--- src/hdl/hsvrgb_pkg.sv ---
// Shared constants and types for the HSV to RGB converter.
package hsvrgb_pkg;

  // Channel byte width and the 8-bit full scale
  localparam int unsigned CH_W     = 8;
  localparam int unsigned CH_MAX   = 255;

  // Width of the scaled rounding quotient before the divide by 255
  localparam int unsigned QUO_W    = 16;

  // Reciprocal of 255 in 16-bit fixed point (257 / 65536 just under 1/255)
  localparam int unsigned RECIP255 = 257;
  localparam int unsigned RECIP_SH = 16;

  // Hue sextant: which channel holds V and which holds p, q or t
  typedef enum logic [2:0] {
    SEC_RED_YEL = 3'd0,
    SEC_YEL_GRN = 3'd1,
    SEC_GRN_CYN = 3'd2,
    SEC_CYN_BLU = 3'd3,
    SEC_BLU_MAG = 3'd4,
    SEC_MAG_RED = 3'd5
  } sector_e;

endpackage

--- src/hdl/hsv_to_rgb_converter_top.sv ---
// HSV to RGB pixel converter: five register stages, one item per clock.
// done_o pulses once an accepted item has passed stage 1, the term lanes and the output register.
// Throughput: one item per cycle; busy_o stays low, the pipeline never stalls.
// The three term lanes (p, q, t) each hold a multiply, a multiply and a
// reciprocal divide stage, set by one multiplier per stage.
// Reset clears only the valid bits; payload stages carry no reset.
module hsv_to_rgb_converter_top
  import hsvrgb_pkg::*;
#(
  parameter int unsigned HUE_BITS = 16
) (
  input  logic                clk_i,
  input  logic                rst_ni,
  input  logic                start_i,
  output logic                busy_o,
  input  logic [HUE_BITS-1:0] hue_i,
  input  logic [CH_W-1:0]     saturation_i,
  input  logic [CH_W-1:0]     brightness_i,
  input  logic [CH_W-1:0]     alpha_in_i,
  output logic                done_o,
  output logic [CH_W-1:0]     red_o,
  output logic [CH_W-1:0]     green_o,
  output logic [CH_W-1:0]     blue_o,
  output logic [CH_W-1:0]     alpha_out_o
);

  localparam int unsigned LANE_DEPTH = 3;

  logic                  accept;
  logic [HUE_BITS+2:0]   six;
  logic [HUE_BITS:0]     frac_ext;
  logic [HUE_BITS:0]     full_turn;

  // Stage 1 registers
  logic                  vld1_q;
  sector_e               sec1_q;
  logic [HUE_BITS:0]     frac1_q;
  logic [HUE_BITS:0]     rest1_q;
  logic [CH_W-1:0]       sat1_q;
  logic [CH_W-1:0]       val1_q;
  logic [CH_W-1:0]       alpha1_q;

  // Side pipeline alongside the term lanes
  logic [LANE_DEPTH-1:0] vld_q;
  sector_e               sec_q   [LANE_DEPTH];
  logic [CH_W-1:0]       val_q   [LANE_DEPTH];
  logic [CH_W-1:0]       alpha_q [LANE_DEPTH];

  logic [CH_W-1:0]       p_term;
  logic [CH_W-1:0]       q_term;
  logic [CH_W-1:0]       t_term;
  logic [CH_W-1:0]       vv;

  logic                  done_q;
  logic [CH_W-1:0]       red_q, red_d;
  logic [CH_W-1:0]       green_q, green_d;
  logic [CH_W-1:0]       blue_q, blue_d;
  logic [CH_W-1:0]       alpha_out_q;

  assign busy_o = 1'b0;
  assign accept = start_i & ~busy_o;

  // Split six times the hue into sextant and fraction
  assign six       = ({3'b000, hue_i} << 2) + ({3'b000, hue_i} << 1);
  assign frac_ext  = {1'b0, six[HUE_BITS-1:0]};
  assign full_turn = (HUE_BITS+1)'(1) << HUE_BITS;

  always_ff @(posedge clk_i or negedge rst_ni) begin
    if (!rst_ni) begin
      vld1_q <= 1'b0;
    end else begin
      vld1_q <= accept;
    end
  end

  // Hold the stage 1 payload
  always_ff @(posedge clk_i) begin
    sec1_q   <= sector_e'(six[HUE_BITS+2:HUE_BITS]);
    frac1_q  <= frac_ext;
    rest1_q  <= full_turn - frac_ext;
    sat1_q   <= saturation_i;
    val1_q   <= brightness_i;
    alpha1_q <= alpha_in_i;
  end

  // Term lanes: p uses x = D, q uses x = F, t uses x = D - F
  hsvrgb_term #(.HUE_BITS(HUE_BITS)) u_term_p (
    .clk_i  (clk_i),
    .sat_i  (sat1_q),
    .val_i  (val1_q),
    .x_i    (full_turn),
    .term_o (p_term)
  );

  hsvrgb_term #(.HUE_BITS(HUE_BITS)) u_term_q (
    .clk_i  (clk_i),
    .sat_i  (sat1_q),
    .val_i  (val1_q),
    .x_i    (frac1_q),
    .term_o (q_term)
  );

  hsvrgb_term #(.HUE_BITS(HUE_BITS)) u_term_t (
    .clk_i  (clk_i),
    .sat_i  (sat1_q),
    .val_i  (val1_q),
    .x_i    (rest1_q),
    .term_o (t_term)
  );

  // Advance valid bits in step with the lanes
  always_ff @(posedge clk_i or negedge rst_ni) begin
    if (!rst_ni) begin
      vld_q <= '0;
    end else begin
      vld_q <= {vld_q[LANE_DEPTH-2:0], vld1_q};
    end
  end

  // Delay sextant, value and alpha to meet the terms
  always_ff @(posedge clk_i) begin
    sec_q[0]   <= sec1_q;
    val_q[0]   <= val1_q;
    alpha_q[0] <= alpha1_q;
    for (int i = 1; i < LANE_DEPTH; i++) begin
      sec_q[i]   <= sec_q[i-1];
      val_q[i]   <= val_q[i-1];
      alpha_q[i] <= alpha_q[i-1];
    end
  end

  // Route V, p, q, t to the channels by sextant
  assign vv = val_q[LANE_DEPTH-1];

  always_comb begin
    unique case (sec_q[LANE_DEPTH-1])
      SEC_RED_YEL: begin
        red_d = vv;     green_d = t_term; blue_d = p_term;
      end
      SEC_YEL_GRN: begin
        red_d = q_term; green_d = vv;     blue_d = p_term;
      end
      SEC_GRN_CYN: begin
        red_d = p_term; green_d = vv;     blue_d = t_term;
      end
      SEC_CYN_BLU: begin
        red_d = p_term; green_d = q_term; blue_d = vv;
      end
      SEC_BLU_MAG: begin
        red_d = t_term; green_d = p_term; blue_d = vv;
      end
      default: begin
        red_d = vv;     green_d = p_term; blue_d = q_term;
      end
    endcase
  end

  // Output register
  always_ff @(posedge clk_i or negedge rst_ni) begin
    if (!rst_ni) begin
      done_q <= 1'b0;
    end else begin
      done_q <= vld_q[LANE_DEPTH-1];
    end
  end

  always_ff @(posedge clk_i) begin
    red_q       <= red_d;
    green_q     <= green_d;
    blue_q      <= blue_d;
    alpha_out_q <= alpha_q[LANE_DEPTH-1];
  end

  assign done_o      = done_q;
  assign red_o       = red_q;
  assign green_o     = green_q;
  assign blue_o      = blue_q;
  assign alpha_out_o = alpha_out_q;

  // A result always traces back to an accepted item
  a_done_has_item: assert property (@(posedge clk_i) disable iff (!rst_ni)
    done_o |-> $past(start_i, 5))
    else $error("result without an accepted item");

  // Alpha travels with its own item
  a_alpha_aligned: assert property (@(posedge clk_i) disable iff (!rst_ni)
    done_o |-> (alpha_out_o == $past(alpha_in_i, 5)))
    else $error("alpha out of step with its item");

  // No channel exceeds V, and one channel carries V
  a_value_bound: assert property (@(posedge clk_i) disable iff (!rst_ni)
    done_o |-> (red_o <= $past(brightness_i, 5)) && (green_o <= $past(brightness_i, 5)) &&
               (blue_o <= $past(brightness_i, 5)) &&
               ((red_o == $past(brightness_i, 5)) || (green_o == $past(brightness_i, 5)) ||
                (blue_o == $past(brightness_i, 5))))
    else $error("channel outside value bound");

  // Zero saturation gives grey at V
  a_grey: assert property (@(posedge clk_i) disable iff (!rst_ni)
    (done_o && ($past(saturation_i, 5) == '0)) |->
      (red_o == green_o) && (green_o == blue_o) && (blue_o == $past(brightness_i, 5)))
    else $error("zero saturation not grey");

endmodule

--- src/hdl/hsvrgb_term.sv ---
// Three-stage lane for one rounded term round(V * (255*D - S*x) / (255*D)).
module hsvrgb_term
  import hsvrgb_pkg::*;
#(
  parameter int unsigned HUE_BITS = 16
) (
  input  logic                  clk_i,
  input  logic [CH_W-1:0]       sat_i,
  input  logic [CH_W-1:0]       val_i,
  input  logic [HUE_BITS:0]     x_i,
  output logic [CH_W-1:0]       term_o
);

  localparam int unsigned M_W = HUE_BITS + 8;
  localparam int unsigned P_W = HUE_BITS + 16;

  // 255 * D and the round-half-up offset 127.5 * D
  localparam logic [M_W-1:0] FULL_SCALE = M_W'(CH_MAX) << HUE_BITS;
  localparam logic [P_W-1:0] ROUND_OFS  = P_W'(CH_MAX) << (HUE_BITS - 1);

  logic [M_W-1:0]    sx_q;
  logic [CH_W-1:0]   val_a_q;
  logic [P_W-1:0]    prod_q;
  logic [QUO_W-1:0]  quo_q;
  logic [CH_W-1:0]   est_q;

  logic [M_W-1:0]    sx_d;
  logic [M_W-1:0]    diff;
  logic [P_W-1:0]    prod_d;
  logic [P_W-1:0]    rsum;
  logic [QUO_W-1:0]  quo_d;
  logic [QUO_W+8:0]  recip_prod;
  logic [CH_W-1:0]   est_d;
  logic [QUO_W-1:0]  rem;

  // Stage A: scale the hue offset by saturation
  assign sx_d = M_W'(sat_i) * M_W'(x_i);

  // Stage B: complement against full scale, then scale by value
  assign diff   = FULL_SCALE - sx_q;
  assign prod_d = P_W'(val_a_q) * P_W'(diff);

  // Stage C: round, drop the 2^HUE_BITS scale, estimate the divide by 255
  assign rsum       = prod_q + ROUND_OFS;
  assign quo_d      = rsum[HUE_BITS +: QUO_W];
  assign recip_prod = (QUO_W+9)'(quo_d) * (QUO_W+9)'(RECIP255);
  assign est_d      = recip_prod[RECIP_SH +: CH_W];

  // Correct the estimate, which may sit one below the true quotient
  assign rem    = quo_q - (QUO_W'(est_q) * QUO_W'(CH_MAX));
  assign term_o = (rem >= QUO_W'(CH_MAX)) ? est_q + CH_W'(1) : est_q;

  // Advance the lane every cycle
  always_ff @(posedge clk_i) begin
    sx_q    <= sx_d;
    val_a_q <= val_i;
    prod_q  <= prod_d;
    quo_q   <= quo_d;
    est_q   <= est_d;
  end

endmodule
--- config.mk ---
export PLATFORM = sky130hd
export DESIGN_NAME = hsv_to_rgb_converter_top
export DESIGN_NICKNAME = d
export VERILOG_FILES = /design/src/hdl/hsvrgb_pkg.sv /design/src/hdl/hsv_to_rgb_converter_top.sv /design/src/hdl/hsvrgb_term.sv
export SDC_FILE = /design/constraint.sdc
export NUM_CORES = 2
export LEC_CHECK = 0
export ABC_AREA = 1
export ABC_CLOCK_PERIOD_IN_PS = 9450
export BUFFER_PORTS_ARGS = -buffer_cell sky130_fd_sc_hd__buf_2
export CAP_MARGIN = 15
export CORE_UTILIZATION = 58
export DETAILED_ROUTE_END_ITERATION = 8
export HOLD_SLACK_MARGIN = 0.15
export PLACE_DENSITY_LB_ADDON = 0.05
export SYNTH_ARGS = -nofsm -noshare
export SYNTH_HDL_FRONTEND = slang
export SYNTH_SLANG_ARGS = --single-unit
--- constraint.sdc ---
create_clock -name clk_i -period 9.45 [get_ports clk_i]
set_input_delay 0.4725 -clock clk_i [delete_from_list [all_inputs] [get_ports clk_i]]
set_output_delay 0.4725 -clock clk_i [all_outputs]
set_load 0.03 [all_outputs]
# Word level (Yosys, flattened, before mapping)
# Memories as Yosys holds them, arrays and structs flattened. A register that Yosys moved wholly into a read port is not among the register bits.
# Cells that the tools add are included.
# W data, S select, Z words.
dict set report classes {
  magnitude_cmp 3
  reduce_logical 5
  n_mul 11
  addsub 14
  mux 6
  n_eq_ne 4
}
# op count
set ops {}
lappend ops {{$add A32 B23 Y32 const B} 3}
lappend ops {{$mul A8 B24 Y32} 3}
lappend ops {{$mul A16 B9 Y24 const B} 3}
lappend ops {{$pmux W8 S3} 3}
lappend ops {{$sub A24 B24 Y24 const A} 3}
lappend ops {{$ge A16 B8 Y1 const B} 3}
lappend ops {{$mul A8 B8 Y16 const B} 3}
lappend ops {{$sub A16 B16 Y16} 3}
lappend ops {{$add A8 B1 Y8 const B} 3}
lappend ops {{$mul A8 B16 Y24} 1}
lappend ops {{$mul A8 B17 Y24} 1}
lappend ops {{$mux W8} 3}
lappend ops {{$add A18 B17 Y19} 1}
lappend ops {{$sub A17 B16 Y17 const A} 1}
lappend ops {{$reduce_or A2 Y1} 4}
lappend ops {{$eq A3 B2 Y1 const B} 2}
lappend ops {{$eq A3 B1 Y1 const B} 1}
lappend ops {{$eq A3 B3 Y1 const B} 1}
lappend ops {{$logic_not A3 Y1} 1}
dict set report totals {
  register_bits 321
  mem_bits_rw 57
  in_bits 43
  out_inout_bits 34
  wordCells 71
  mem_count 3
}
# name words word_bits rd rd_ports_with_merged_regs write_ports line
set memory_table {}
lappend memory_table {alpha_q 3 8 3 1 3 hsv_to_rgb_converter_top.sv:47} ;# logic [CH_W-1:0] alpha_q [LANE_DEPTH];
lappend memory_table {val_q 3 8 3 0 3 hsv_to_rgb_converter_top.sv:46} ;# logic [CH_W-1:0] val_q [LANE_DEPTH];
lappend memory_table {sec_q 3 3 3 0 3 hsv_to_rgb_converter_top.sv:45} ;# sector_e sec_q [LANE_DEPTH];

# Longest topological paths before layout
dict set report depth {
  depth_word 5
  ltp_mapped 33
  depth_no_buf 32
}

# By module
# From an unflattened synthesis, not the netlist that was laid out.
dict set report hier_totals {
  hier_cells 7015
  hier_area_um2 53314.9
}
# module seq_area_each_um2 cells_per_inst instances area_per_inst_um2
set modules_own_cells {}
lappend modules_own_cells {{hsvrgb_term (u_term_q)} 1461.4 2163 1 16082.9}
lappend modules_own_cells {{hsvrgb_term (u_term_p)} 1461.4 2160 1 16061.7}
lappend modules_own_cells {{hsvrgb_term (u_term_t)} 1461.4 2154 1 16001.6}
lappend modules_own_cells {hsv_to_rgb_converter_top 3047.9 538 1 5168.7}

# Least setup slack after synthesis
# Ideal clock, no wire load.
dict set report synth_path {
  path_kind {register -> register}
  from {register u_term_t.sx_q[1] (netlist name)}
  to {register u_term_q.prod_q[31]}
  t_arrival_ns 5.187
  stages_incl_launch_ff 27
  slack_ns 4.142
  setup_ns 0.121
  n_path_buf 1
  path_cell_list {dfxtp_1 buf_6 inv_1 ha_1 nand4_2 nor4_4 nand2_1 nor3_1 nand3_1 nand2_1 xor2_1 inv_1 nor2_1 fa_1 fa_1 fa_1 inv_1 fa_1 inv_1 ha_1 a21oi_1 o21ai_0 o21bai_1 inv_1 o221a_2 nand2_1 xnor2_1}
}
# element line
set synth_rtl {}
lappend synth_rtl {{end signal, assigned} hsvrgb_term.sv:57} ;# prod_q <= prod_d;
lappend synth_rtl {{end, declared} hsvrgb_term.sv:23} ;# logic [P_W-1:0] prod_q;

# Final worst setup path
dict set report layout_path {
  from {register u_term_t.sx_q[1]}
  to {register u_term_t.prod_q[29]}
}
dict set report layout_via {
  elab_chain_cells 2
}
# element line
set layout_rtl {}
lappend layout_rtl {{start, declared} hsvrgb_term.sv:21} ;# logic [M_W-1:0] sx_q;
lappend layout_rtl {{start signal, assigned} hsvrgb_term.sv:55} ;# sx_q <= sx_d;
lappend layout_rtl {{$sub A24 B24 Y24} hsvrgb_term.sv:40} ;# assign diff = FULL_SCALE - sx_q;
lappend layout_rtl {{$mul A8 B24 Y32} hsvrgb_term.sv:41} ;# assign prod_d = P_W'(val_a_q) * P_W'(diff);
lappend layout_rtl {{via u_term_t.prod_d[29]} hsvrgb_term.sv:29} ;# logic [P_W-1:0] prod_d;
lappend layout_rtl {{end signal, assigned} hsvrgb_term.sv:57}
lappend layout_rtl {{end, declared} hsvrgb_term.sv:23}
# The timed path passes the listed nets, and every way through them passes these cells.

==> flow_metrics.env <==
export IMPL_status="complete, no violations"
export IMPL_synth_async_reset_ratio=0.0153
export IMPL_synth_edf_count=0
export IMPL_hold_path_class="in2async"
export IMPL_grt_pass1_wl_um=162000
export IMPL_cts_repair_resized=0
export IMPL_setup_tns_ns=0
export IMPL_relSlewSlack=0.321
export IMPL_antenna_found_initial=0
export IMPL_drt_iter0_drc=1898
export IMPL_wire_per_inst_um=15.4
export IMPL_clockBufferDepth=3
export IMPL_cts_sinks=326
export IMPL_r2r_start="u_term_t.sx_q[1]$_DFF_P_"
export IMPL_multiInputGateArea_um2=29100
export IMPL_cp_end_kind="flip-flop"
export IMPL_via_per_inst=5.10
export IMPL_slowest_stage="fa_1"
export IMPL_r2r_slack_ns=3.40
export IMPL_synth_cells=5266
export IMPL_num_vias=32100
export IMPL_syn_nets=6322
export IMPL_ys_ff_latch=326
export IMPL_area_growth_pct=7.22
export IMPL_cp_num_buf_inv=2
export IMPL_grt_use_total=0.285
export IMPL_avgSynthCellArea_um2=7.75
export IMPL_ys_seq_area_frac=0.160
export IMPL_tightest_slew_ns=1.01
export IMPL_hpwlAfterDp_um=80100
export IMPL_startpoint_type="flip-flop"
export IMPL_layout_nets=6389
export IMPL_clk_latency_ns=0.60
export IMPL_die_y_um=267
export IMPL_ios=77
export IMPL_synth_area_um2=40800
export IMPL_yosys_warnings=0
export IMPL_numCtsBuffers=40
export IMPL_clk_pin_slew_worst_paths_ns=0.06
export IMPL_post_route_period_util=0.640
export IMPL_drt_total_wl_um=97200
export IMPL_die_w_um=267
export IMPL_num_antenna_cells=0
export IMPL_fmax_mhz=165
export IMPL_synth_main_ff_cell="dfxtp_1"
export IMPL_ant_nets=0
export IMPL_hold_viol=0
export IMPL_gp_congestion=0.918
export IMPL_synth_area_leaders="fa_1, dfxtp_1, ha_1"
export IMPL_fin_util=0.634
export IMPL_reg2reg_to="u_term_t.prod_q[29]$_DFF_P_"
export IMPL_rows=96
export IMPL_max_cap_violations=0
export IMPL_cts_setup_buffers=0
export IMPL_grt_ovfl_total=0
export IMPL_cts_hold_buf=29
export IMPL_drc=0
export IMPL_fin_crit_ns=6.05
export IMPL_port_buffers=75
export IMPL_required_ns=9.94
export IMPL_skew_ns=0.0399
export IMPL_synth_cell_types=63
export IMPL_critPathArrivalTime_ns=6.54
export IMPL_cts_tree="yes"
export IMPL_cts_max_level=2
export IMPL_reg2regPathDepth=27
export IMPL_critPathKind="reg2reg"
export IMPL_setup_viol=0
export IMPL_worstPathMaxFanout=10
export IMPL_path_delay_family="adder cells"
export IMPL_drive_gt1_frac=0.0432
export IMPL_start_util=0.591
export IMPL_first_global_vias=32700
export IMPL_netlist_area_leader_share=0.281
export IMPL_fillCellCount=6314
export IMPL_cts_root_buf="clkbuf_16"
export IMPL_grt_max_degree=42
export IMPL_yosysTopAreaCell="fa_1"
export IMPL_die_area_um2=71500
export IMPL_rsz0062_at_grt="no"
export IMPL_critPathMaxStageDelay_ns=0.58
export IMPL_seqCellArea_um2=6550
export IMPL_firstDrtPassIters=5
export IMPL_coreArea_um2=69100
export IMPL_maxSlewViolCount=0
routing by layer:
metal	global-route usage	part of all wire	wire length, um
met1	0.370	0.44	42800
met2	0.497	0.49	47200
met3	0.0295	0.044	4310
met4	0.0913	0.030	2950
met5	0	0	0
synth_stat cells, types with 10 or more instances:
| library cell | n |
|---|---|
| nand3b_1 | 13 |
| clkbuf_1 | 64 |
| nand3_1 | 221 |
| nand4_1 | 87 |
| nand2_1 | 1132 |
| clkbuf_2 | 26 |
| a21o_1 | 11 |
| xnor2_1 | 52 |
| ha_1 | 439 |
| and2_1 | 14 |
| nor2_2 | 11 |
| xor2_1 | 129 |
| a21oi_1 | 175 |
| fa_1 | 574 |
| nor3_1 | 28 |
| or2_2 | 13 |
| inv_1 | 1251 |
| nor2_1 | 470 |
| nand2_2 | 10 |
| o21bai_1 | 13 |
| dfxtp_1 | 321 |
| o21ai_0 | 93 |
sequential cells by signal, summed over array words and instances, names as in the netlist, 17 cells and up:
register,cells
alpha_q,24
u_term_q.prod_q,17
u_term_q.sx_q,22
u_term_t.prod_q,17
u_term_t.sx_q,23
val_q,17
cells by family (layout without fill, tap and decap cells):
group | after synthesis | after routing | share of synthesized area
AND/OR/NAND/NOR | 2035 | 2035 | 0.209
buffers and inverters | 1360 | 1459 | 0.126
other | 1 | 1 | 0.0000919
XOR/XNOR | 186 | 186 | 0.0411
adder cells (fa/ha/maj) | 1013 | 1013 | 0.416
flip-flops | 326 | 326 | 0.160
AO/OA/AOI/OAI | 345 | 345 | 0.0466
per-stage QoR:
stage	instances	hold WS (ns)	setup slack [ns]	instance area, um2
2_1_floorplan	5266	0.177	4.14	40800
3_3_place_gp	6193	0.289	3.64	42100
3_5_place_dp	6193	0.293	3.48	42100
4_1_cts	6296	0.183	3.45	43800
5_1_grt	6296	0.198	2.95	43800
6_report	6296	0.213	3.40	43800
final cells by class:
type | count | share of cell area
timing repair buffer | 126 | 0.0190
tap | 931 | 0.0266
clock buffer | 49 | 0.0243
inverter | 1259 | 0.108
clock inverter | 25 | 0.00737
multi-input combinational | 3580 | 0.665
sequential | 326 | 0.150
worst max path at each step:
stage	slack, ns	to	depth (start not counted)	from
global route	2.95	u_term_q.prod_q[28]$_DFF_P_	27	u_term_t.sx_q[1]$_DFF_P_
floorplan	4.14	u_term_q.prod_q[31]$_DFF_P_	26	u_term_t.sx_q[1]$_DFF_P_
CTS	3.45	u_term_q.prod_q[29]$_DFF_P_	24	u_term_t.sx_q[1]$_DFF_P_
global placement	3.64	u_term_q.prod_q[31]$_DFF_P_	25	u_term_t.sx_q[1]$_DFF_P_
finish	3.40	u_term_t.prod_q[29]$_DFF_P_	27	u_term_t.sx_q[1]$_DFF_P_
detailed placement	3.48	u_term_q.prod_q[29]$_DFF_P_	24	u_term_t.sx_q[1]$_DFF_P_
layout by cell type (no fill, tap or decap), types with 29 or more instances in the layout:
cell type      synthesis  routed
o21ai_0               93      93
buf_2                  2      75
inv_1               1251    1250
clkbuf_16              0      40
dfxtp_1              321     321
dlygate4sd3_1          0      29
ha_1                 439     439
nand3_1              221     221
nand2_1             1132    1132
nand4_1               87      87
xnor2_1               52      52
nor2_1               470     470
fa_1                 574     574
xor2_1               129     129
a21oi_1              175     175
Power is left out: the tool's default activity adds up to more than one toggle a clock period on the data nets, which glitch-free logic cannot reach.
